$ cat src/rtl/snlcd_pkg.sv
// Package for the signed number to segment LCD block: request and result
// types, digit codes and the segment remap. No dependencies.
package snlcd_pkg;

  localparam int BIN_W      = 32;
  localparam int BCD_DIGITS = 10;
  localparam int NBYTES     = 6;
  localparam int DIGITS_DEF = 6;
  localparam int SYM_BIT    = 4;

  localparam logic [6:0] MINUS_CODE = 7'h40;

  typedef struct packed {
    logic signed [31:0] number;
    logic [1:0]         point_position;
  } in_t;

  typedef struct packed {
    logic [7:0] mem_byte_0;
    logic [7:0] mem_byte_1;
    logic [7:0] mem_byte_2;
    logic [7:0] mem_byte_3;
    logic [7:0] mem_byte_4;
    logic [7:0] mem_byte_5;
  } out_t;

  typedef struct packed {
    logic busy;
    logic done;
  } bcd_stat_t;

  function automatic logic [6:0] seg_code(input logic [3:0] d);
    logic [6:0] c;
    case (d)
      4'd0:    c = 7'h3F;
      4'd1:    c = 7'h06;
      4'd2:    c = 7'h5B;
      4'd3:    c = 7'h4F;
      4'd4:    c = 7'h66;
      4'd5:    c = 7'h6D;
      4'd6:    c = 7'h7D;
      4'd7:    c = 7'h07;
      4'd8:    c = 7'h7F;
      4'd9:    c = 7'h6F;
      default: c = 7'h00;
    endcase
    return c;
  endfunction

  // Segments a..g go to byte bits 7,6,5,0,1,3,2; bit 4 stays clear.
  function automatic logic [7:0] remap(input logic [6:0] c);
    return {c[0], c[1], c[2], 1'b0, c[5], c[6], c[4], c[3]};
  endfunction

endpackage

$ cat src/rtl/snlcd_bcd.sv
// Iterative binary to BCD converter (shift and add-3), one bit per cycle.
// Depends on snlcd_pkg.
module snlcd_bcd (
  input  logic                                clk,
  input  logic                                rst_n,
  input  logic                                start,
  input  logic [snlcd_pkg::BIN_W-1:0]         mag,
  output logic [4*snlcd_pkg::BCD_DIGITS-1:0]  bcd,
  output snlcd_pkg::bcd_stat_t                stat
);

  localparam int CNT_W = $clog2(snlcd_pkg::BIN_W);
  localparam int BCD_W = 4 * snlcd_pkg::BCD_DIGITS;

  localparam logic ST_IDLE  = 1'b0;
  localparam logic ST_SHIFT = 1'b1;

  logic                        state_r, state_nxt;
  logic [CNT_W-1:0]            cnt_r, cnt_nxt;
  logic [snlcd_pkg::BIN_W-1:0] bin_r, bin_nxt;
  logic [BCD_W-1:0]            bcd_r, bcd_nxt;
  logic                        done_r, done_nxt;
  logic [BCD_W-1:0]            adj;

  // Add 3 to every digit of five or more, then shift one bit in.
  always_comb begin
    adj = bcd_r;
    for (int d = 0; d < snlcd_pkg::BCD_DIGITS; d++) begin
      if (bcd_r[4*d +: 4] >= 4'd5) begin
        adj[4*d +: 4] = bcd_r[4*d +: 4] + 4'd3;
      end
    end
  end

  always_comb begin
    state_nxt = state_r;
    cnt_nxt   = cnt_r;
    bin_nxt   = bin_r;
    bcd_nxt   = bcd_r;
    done_nxt  = 1'b0;
    case (state_r)
      ST_IDLE: begin
        if (start) begin
          bin_nxt   = mag;
          bcd_nxt   = '0;
          cnt_nxt   = '0;
          state_nxt = ST_SHIFT;
        end
      end
      ST_SHIFT: begin
        bcd_nxt = {adj[BCD_W-2:0], bin_r[snlcd_pkg::BIN_W-1]};
        bin_nxt = {bin_r[snlcd_pkg::BIN_W-2:0], 1'b0};
        cnt_nxt = cnt_r + 1'b1;
        if (cnt_r == CNT_W'(snlcd_pkg::BIN_W - 1)) begin
          state_nxt = ST_IDLE;
          done_nxt  = 1'b1;
        end
      end
      default: state_nxt = ST_IDLE;
    endcase
  end

  always_ff @(posedge clk) begin
    if (!rst_n) begin
      state_r <= ST_IDLE;
      done_r  <= 1'b0;
    end else begin
      state_r <= state_nxt;
      done_r  <= done_nxt;
    end
    cnt_r <= cnt_nxt;
    bin_r <= bin_nxt;
    bcd_r <= bcd_nxt;
  end

  assign bcd       = bcd_r;
  assign stat.busy = (state_r == ST_SHIFT);
  assign stat.done = done_r;

endmodule

$ cat src/rtl/signed_number_to_segment_lcd.sv
// Top level of the signed number to segment LCD block.
// Depends on snlcd_pkg and snlcd_bcd.
//
// A request (number, point position) is taken at a clock edge with start high
// and busy low. The magnitude goes through a shift-and-add-3 BCD converter
// that handles one bit per cycle over 32 shift steps; the result strobe
// out_valid, registered from the converter's done flag, is high for one cycle
// and carries the six LCD memory bytes. The receiver cannot stall; take
// the bytes in the strobe cycle. busy drops at the edge that raises the
// strobe, so a new request may be issued in the strobe cycle and is taken at
// the edge that ends it; a new request is not taken while one converts.
// Digits fill positions from the highest byte (mem_byte_5) downward, at least
// one digit is shown, and a minus sign takes the next free position; digits
// or a sign at or beyond DIGITS positions (or beyond six bytes) are dropped.
// The most negative number is shown as its unsigned magnitude.
module signed_number_to_segment_lcd #(
  parameter int DIGITS = snlcd_pkg::DIGITS_DEF
) (
  input  logic             clk,
  input  logic             rst_n,
  input  logic             start,
  output logic             busy,
  input  snlcd_pkg::in_t   in_req,
  output logic             out_valid,
  output snlcd_pkg::out_t  out_res
);

  localparam int BCD_W = 4 * snlcd_pkg::BCD_DIGITS;
  localparam int ND_W  = $clog2(snlcd_pkg::BCD_DIGITS + 1);

  logic                        busy_r, busy_nxt;
  logic                        neg_r;
  logic [1:0]                  dp_r;
  logic                        accept;
  logic [snlcd_pkg::BIN_W-1:0] mag;
  logic [BCD_W-1:0]            bcd;
  snlcd_pkg::bcd_stat_t        stat;
  logic [ND_W-1:0]             nd;
  logic [8*snlcd_pkg::NBYTES-1:0] bytes;
  logic                        out_valid_r;
  snlcd_pkg::out_t             out_r;

  assign accept = start && !busy_r;

  // Two's complement magnitude; -2^31 wraps to 2^31 as unsigned.
  assign mag = in_req.number[31] ? (32'd0 - in_req.number) : in_req.number;

  snlcd_bcd u_bcd (
    .clk   (clk),
    .rst_n (rst_n),
    .start (accept),
    .mag   (mag),
    .bcd   (bcd),
    .stat  (stat)
  );

  // Count significant digits, at least one.
  always_comb begin
    nd = ND_W'(1);
    for (int d = 1; d < snlcd_pkg::BCD_DIGITS; d++) begin
      if (bcd[4*d +: 4] != 4'd0) begin
        nd = ND_W'(d + 1);
      end
    end
  end

  // Build the byte image: position p lands in byte 5-p.
  always_comb begin
    bytes = '0;
    for (int p = 0; p < snlcd_pkg::NBYTES; p++) begin
      if (p < DIGITS) begin
        if (ND_W'(p) < nd) begin
          bytes[8*p +: 8] = snlcd_pkg::remap(snlcd_pkg::seg_code(bcd[4*p +: 4]));
        end else if (neg_r && (ND_W'(p) == nd)) begin
          bytes[8*p +: 8] = snlcd_pkg::remap(snlcd_pkg::MINUS_CODE);
        end
      end
    end
    // Point bit: position point_position-1, i.e. byte 6-point_position.
    if (dp_r != 2'd0) begin
      bytes[8*(dp_r - 2'd1) + snlcd_pkg::SYM_BIT] = 1'b1;
    end
  end

  always_comb begin
    busy_nxt = busy_r;
    if (accept) begin
      busy_nxt = 1'b1;
    end else if (stat.done) begin
      busy_nxt = 1'b0;
    end
  end

  always_ff @(posedge clk) begin
    if (!rst_n) begin
      busy_r      <= 1'b0;
      out_valid_r <= 1'b0;
    end else begin
      busy_r      <= busy_nxt;
      out_valid_r <= stat.done;
    end
    // Hold sign and point for the whole conversion.
    if (accept) begin
      neg_r <= in_req.number[31];
      dp_r  <= in_req.point_position;
    end
    if (stat.done) begin
      out_r.mem_byte_0 <= bytes[8*5 +: 8];
      out_r.mem_byte_1 <= bytes[8*4 +: 8];
      out_r.mem_byte_2 <= bytes[8*3 +: 8];
      out_r.mem_byte_3 <= bytes[8*2 +: 8];
      out_r.mem_byte_4 <= bytes[8*1 +: 8];
      out_r.mem_byte_5 <= bytes[8*0 +: 8];
    end
  end

  assign busy      = busy_r;
  assign out_valid = out_valid_r;
  assign out_res   = out_r;

`ifndef SYNTH
  a_accept_busy: assert property (@(posedge clk) disable iff (!rst_n)
    (start && !busy) |=> (busy && stat.busy))
    else $error("request accepted but converter not running");

  a_done_strobe: assert property (@(posedge clk) disable iff (!rst_n)
    $fell(busy) |-> out_valid)
    else $error("busy dropped without a result strobe");

  a_strobe_pulse: assert property (@(posedge clk) disable iff (!rst_n)
    out_valid |=> !out_valid)
    else $error("result strobe longer than one cycle");

  a_sym_clear: assert property (@(posedge clk) disable iff (!rst_n)
    out_valid |-> (!out_res.mem_byte_0[snlcd_pkg::SYM_BIT] &&
                   !out_res.mem_byte_1[snlcd_pkg::SYM_BIT] &&
                   !out_res.mem_byte_2[snlcd_pkg::SYM_BIT]))
    else $error("symbol bit set in bytes 0 to 2");
`endif

endmodule

$ cat config.mk
export PLATFORM = sky130hd
export DESIGN_NAME = signed_number_to_segment_lcd
export DESIGN_NICKNAME = d
export VERILOG_FILES = /design/src/rtl/snlcd_pkg.sv /design/src/rtl/snlcd_bcd.sv /design/src/rtl/signed_number_to_segment_lcd.sv
export SDC_FILE = /design/constraint.sdc
export NUM_CORES = 1
export LEC_CHECK = 0
export BUFFER_PORTS_ARGS = -buffer_cell sky130_fd_sc_hd__buf_2
export CORE_MARGIN = 4
export CORE_UTILIZATION = 35
export CTS_BUF_LIST = sky130_fd_sc_hd__clkbuf_8
export DETAILED_ROUTE_END_ITERATION = 6
export PLACE_DENSITY_LB_ADDON = 0.3
export SETUP_SLACK_MARGIN = 0.4
export SYNTH_ARGS = -nofsm -noshare
export SYNTH_HDL_FRONTEND = slang
export SYNTH_SLANG_ARGS = --single-unit
$ cat constraint.sdc
create_clock -name clk -period 3.89 [get_ports clk]
set_input_delay 0 -clock clk [delete_from_list [all_inputs] [get_ports clk]]
set_output_delay 0 -clock clk [all_outputs]
set_load 0.01 [all_outputs]
==> results.tsv, run 1 <==
stage	metric	value	unit
global_route	GRT met1 Usage	16.4	%
cts	clock buffer depth	2	
sta	Worst-Margin Slew	774	ps
layout	share of layout cells above drive strength 1	18.8	%
layout	ANT cells	0	
sta	setup TNS	0	ps
yosys	Yosys reg bits	174	
layout	fin cells	1329	
worst_setup_path	Worst Reg-to-Reg Cells	7	
worst_setup_path	Setup crit start kind	register	
drt	DRT Pass-1 Iters	6	
yosys	Cell Area, Synth	9490	um^2
drt	routed vias/inst	4.80	
layout	NumNets Final	1076	
run_status	status	completed	
placed_design	dpl hpwl	12.1	mm
die	FP Rows	60	
pwr	PD cells	417	nW/um^2
yosys	post-synth top area cell	edfxtp_1	
drt	DRC violations left	0	
yosys	most used flip-flop cell after synthesis	edfxtp_1	
worst_hold_path	Hold Path Depth	3	
pwr	LEAKAGE	0.00447	uW
cts	Worst-path clk slew	100	ps
layout	Area growth syn-to-layout	16.0	%
global_route	global-route wire length before repair	29.9	mm
sta	Hold Violations, Final	0	
run	Max-Cap Viols	0	
worst_setup_path	Crit path required time	4080	ps
cts	cts repair resizes	0	
placed_design	pre-CTS worst setup slack	935	ps
sta	fin worst setup slack	982	ps
yosys	top post-synthesis cells by count	128 x edfxtp_1, 83 x nand2_1, 67 x o21ai_0	
yosys	Mapped Cells	865	
global_route	Most Used Layer, Global Route	met2	
sta	RSZ-0062 raised after global routing	no	
die	effective utilization at floorplan	35.4	%
global_route	vias in the first global route	6091	
placed_design	DP Cell Count	1263	
sta	Final Skew	21.4	ps
die	Die W	173	um
cts	root buf cell	clkbuf_8	
placed_design	dpl cell area	10300	um^2
drt	ANT nets after route	0	
sta	Setup Viol. Count Final	0	
global_route	GR Overflow Total	0	
yosys	top cells by area, synth	edfxtp_1 41%, dfxtp_1 9.7%, ha_1 8.4%, o21ai_0 3.5%, nand2_1 3.3%	
global_route	GRT Total Usage	11.9	%
die	height of the die	173	um
die	core area	26800	um^2
global_route	M3 GR Usage	2.75	%
global_route	largest net degree at the start of global routing	68	
yosys	post-synthesis cell type count	64	
cts	CTS Buf Count	17	
placed_design	Port Buffers	86	
worst_setup_path	WS Path Type	register to register	
cts	CTS tree	built	
layout	final instance area	11000	um^2
yosys	Yosys Warn Count	0	
yosys	Synth async-reset ratio	0	%
yosys	Seq/Total Area, Yosys	50.2	%
worst_hold_path	HP Class	input pin to register	
cts	clk_lat worst skew	450	ps
cts	H-tree depth	4	
worst_setup_path	worst-path maximum fanout	12	
yosys	Post-synth EDFFs	128	
sta	Slew Viols, Final	0	
yosys	top-count cell post-synth	edfxtp_1	
cts	CTS sink cnt	174	
sta	final period utilization	74.8	%
pwr	Max IR drop VDD	0.000181	V
global_route	routing usage on met2	19.2	%
sta	fmax	0.344	GHz
worst_setup_path	CP endpoint kind	register	
global_route	initial antenna violation count	0	
yosys	area fraction of the dominant cell type after synthesis	40.5	%
sta	min Tclk post-route	2910	ps
drt	final wirelength	17.6	mm
cts	Hold-fix buffers, CTS	34	
placed_design	GP Congestion	0.769	
worst_setup_path	WP data arrival	3100	ps
die	io pins	87	
yosys	syn avg cell area	11.0	um^2
cts	Post-CTS Setup Repair Bufs	0	
drt	Avg WL per Cell	13.2	um
drt	via count	6373	
sta	Worst slew margin	47.9	%
drt	DRT iter0 DRCs	285	
die	Die ar.	29800	um^2
cells in the final DEF, fill, tap and decap left out, types with 3 or more instances in the layout:
cell type / count
edfxtp_1: 128
buf_2: 86
nand2_1: 83
o21ai_0: 67
inv_1: 67
ha_1: 64
dfxtp_1: 44
dlygate4sd3_1: 34
nor2b_1: 31
and2_1: 26
a21o_1: 25
xnor2_1: 25
nor2_1: 24
mux2_2: 21
xor2_1: 21
clkbuf_8: 19
nor3b_1: 18
o31ai_1: 17
a211oi_1: 14
nand2b_1: 12
a21boi_0: 11
or3b_2: 10
nor3_1: 9
nand3_1: 8
or3_1: 8
mux2i_1: 8
and3_1: 7
a31o_2: 7
a311oi_2: 7
o211ai_1: 7
buf_4: 7
o41ai_1: 6
and4_1: 5
nand3b_1: 5
a21oi_1: 4
o211a_1: 3
critical path: stages, from the launching register on:
cell	delay [ps]
edfxtp_1	410
inv_1	110
ha_1	200
nor3b_1	570
nand4b_1	260
or2_1	400
a311oi_2	560
o2bb2ai_1	140
kinds of logic after synthesis:
family,after synthesis,synth area share [%]
AOI/OAI and AO/OA,179,13.5
xor gates and xnor gates,46,4.25
buffers and inverters,102,4.06
adders and majority gates,64,8.44
and+or+nand+nor,270,16.1
other,1,0.0395
DFF,174,50.2
muxes,29,3.34
path summary, 6_finish.rpt:
path / startpoint / slack (ps) / end
max reg2reg: u_bcd.bcd[36]$_SDFFCE_PN0N_ / 980 / out_res[18]$_DFFE_PP_
max: u_bcd.bcd[36]$_SDFFCE_PN0N_ / 980 / out_res[18]$_DFFE_PP_
min: in_req[13] / 20 / u_bcd.bin_r[11]$_DFFE_PN_
min reg2reg: register / 410 / out_res[6]$_DFFE_PP_
cell type report:
type	count	area, um^2
clock buffers	19	262
clock inverters	13	126
fillers	2568	15800
inverters	64	240
multi-input cells	590	4340
flip-flops and latches	174	4770
well taps	341	427
repair buffers	128	843
metal layers:
layer	vias to the layer above	wire, um
met4	0	176
met5	-	0
li1	3287	-
met1	2973	8850
met2	99	7900
met3	14	660
power by group:
group,internal (uW),switching (uW),total (uW)
combinational,430,500,930
sequential,2290,118,2410
clock,600,655,1250
total,3320,1270,4590
metrics by stage:
stage	util (%)	total power (uW)	hold WS, ps
after floorplan	-	3140	98.9
after global placement	38.4	3350	204
after detailed placement	38.4	3360	191
after CTS	41.1	4660	9.31
after global routing	41.1	4900	77.3
final	41.1	4590	22.8
No activity file was read; power rests on OpenSTA's default activity.
==> run 2, diff against run 1 <==
clock period = 3 ns   (was 3.89 ns; I/O delays follow)
==> results.tsv, run 2 (synthesis gave the netlist of run 1 again) <==
stage	metric	value	unit	change
die	Die ar.	29800	um^2	unchanged
layout	most common cell after layout, fill and taps aside	edfxtp_1		unchanged
drt	DRT Pass-1 Iters	4		was 6
cts	Worst-path clk slew	100	ps	about the same
layout	ANT cells	0		unchanged
pwr	PD cells	536	nW/um^2	was 417 nW/um^2
layout	Fill cells	2537		was 2568
global_route	GR Overflow Total	0		unchanged
cts	clk_lat worst skew	460	ps	was 450 ps
worst_setup_path	WS Path Type	register to register		unchanged
drt	via count	6405		was 6373
layout	Area growth syn-to-layout	18.4	%	was 16.0%
die	io pins	87		unchanged
run_status	status	completed		unchanged
global_route	global-route wire length before repair	30.3	mm	was 29.9 mm
placed_design	DP Cell Count	1277		was 1263
run	Max-Cap Viols	0		unchanged
pwr	total chip power	6020	uW	was 4590 uW
sta	fmax	0.403	GHz	was 0.344 GHz
cts	clock buffer depth	2		unchanged
placed_design	pre-CTS worst setup slack	324	ps	was 935 ps
sta	RSZ-0062 raised after global routing	yes		was no
global_route	largest net degree at the start of global routing	65		was 68
placed_design	Port Buffers	86		unchanged
die	FP Rows	60		unchanged
die	height of the die	173	um	unchanged
sta	Slew Viols, Final	0		unchanged
placed_design	dpl hpwl	12.4	mm	was 12.1 mm
cts	H-tree depth	4		unchanged
placed_design	GP Congestion	0.803		was 0.769
sta	Worst slew margin	52.9	%	was 47.9%
die	core area	26800	um^2	unchanged
worst_hold_path	HP Class	input pin to register		unchanged
global_route	vias in the first global route	6154		was 6091
layout	fin cells	1349		was 1329
worst_setup_path	Setup crit start kind	register		unchanged
worst_setup_path	WP data arrival	2700	ps	was 3100 ps
cts	CTS tree	built		unchanged
sta	final period utilization	82.8	%	was 74.8%
drt	DRC violations left	0		unchanged
cts	root buf cell	clkbuf_8		unchanged
sta	hold slack	62.5	ps	was 22.8 ps
die	effective utilization at floorplan	35.4	%	unchanged
drt	ANT nets after route	0		unchanged
drt	Avg WL per Cell	13.4	um	was 13.2 um
pwr	Max IR drop VDD	0.000304	V	was 0.000181 V
cts	CTS sink cnt	174		unchanged
drt	final wirelength	18.0	mm	was 17.6 mm
cts	CTS Buf Count	17		unchanged
sta	Setup Viol. Count Final	0		unchanged
layout	most frequent cells in the layout	128 x edfxtp_1, 86 x buf_2, 83 x nand2_1		unchanged
worst_setup_path	CP endpoint kind	register		unchanged
sta	fin worst setup slack	516	ps	was 982 ps
sta	Final Skew	17.5	ps	was 21.4 ps
layout	share of layout cells above drive strength 1	21.4	%	was 18.8%
sta	min Tclk post-route	2480	ps	was 2910 ps
layout	NumNets Final	1096		was 1076
die	Die W	173	um	unchanged
worst_setup_path	worst-path maximum fanout	7		was 12
global_route	initial antenna violation count	0		unchanged
sta	Hold Violations, Final	0		unchanged
sta	setup TNS	0	ps	unchanged
sta	Worst-Margin Slew	705	ps	was 774 ps
drt	routed vias/inst	4.75		was 4.80
global_route	GRT Total Usage	12.1	%	was 11.9%
drt	DRT iter0 DRCs	235		was 285
worst_setup_path	Crit path required time	3220	ps	was 4080 ps
pwr	LEAKAGE	0.00457	uW	was 0.00447 uW
-- run 2: through the flow --
step	utilization [%]	cell area (um^2)
final	41.9	11200
after detailed placement	38.8	10400
after floorplan	-	9500
after global routing	41.9	11200
after global placement	38.8	10400
after CTS	41.6	11200
-- run 2: repair_timing --
item,CTS,global route
hold endpoints to repair,37,0
setup buffers,0,4
hold buffers,36,0
gates resized for setup,2,10
pin swaps,0,0
cloned,0,0
endpoints found under the setup margin,13,21
-- run 2: path summary, 6_finish.rpt --
check | from | endpoint | cells past startpoint | slack [ps]
worst max-delay path | u_bcd.bcd[16]$_DFFE_PN_ | out_res[10]$_DFFE_PP_ | 7 | 520
worst min-delay path | in_req[13] | u_bcd.bin_r[11]$_DFFE_PN_ | 3 | 60
worst max register to register | u_bcd.bcd[16]$_DFFE_PN_ | out_res[10]$_DFFE_PP_ | 7 | 520
worst min register to register | register | out_res[1]$_DFFE_PP_ | 0 | 410
-- run 2: critical path: stages, from the launching register on --
cell	delay (ps)
edfxtp_1	480
inv_2	120
ha_1	200
or3b_2	510
nand2b_4	200
nor3_4	190
and2_4	210
mux2_2	340
-- run 2: cell type report --
type	instances	area (um^2)	area share [%]
multi-input combinational	590	4400	39.2
timing repair buffer	148	1010	9.00
inverter	64	244	2.17
clock buffer	17	234	2.08
tap	341	427	3.80
clock inverter	15	149	1.33
sequential	174	4770	42.5
-- run 2: where the power goes --
group	internal, uW	switching, uW	leakage, uW	total (uW)
combinational	600	673	0.00275	1270
sequential	2970	150	0.00162	3120
clock	686	941	0.000197	1630
total	4250	1760	0.00457	6020
-- run 2: layer usage --
layer	wire length (um)	global-route usage (%)	vias to the layer above	share of wire (%)
met3	662	2.60	15	3.7
met2	8190	19.5	104	45
li1	-	-	3335	-
met1	8930	16.3	2951	49
met5	0	0	-	0
met4	260	4.16	0	1.4
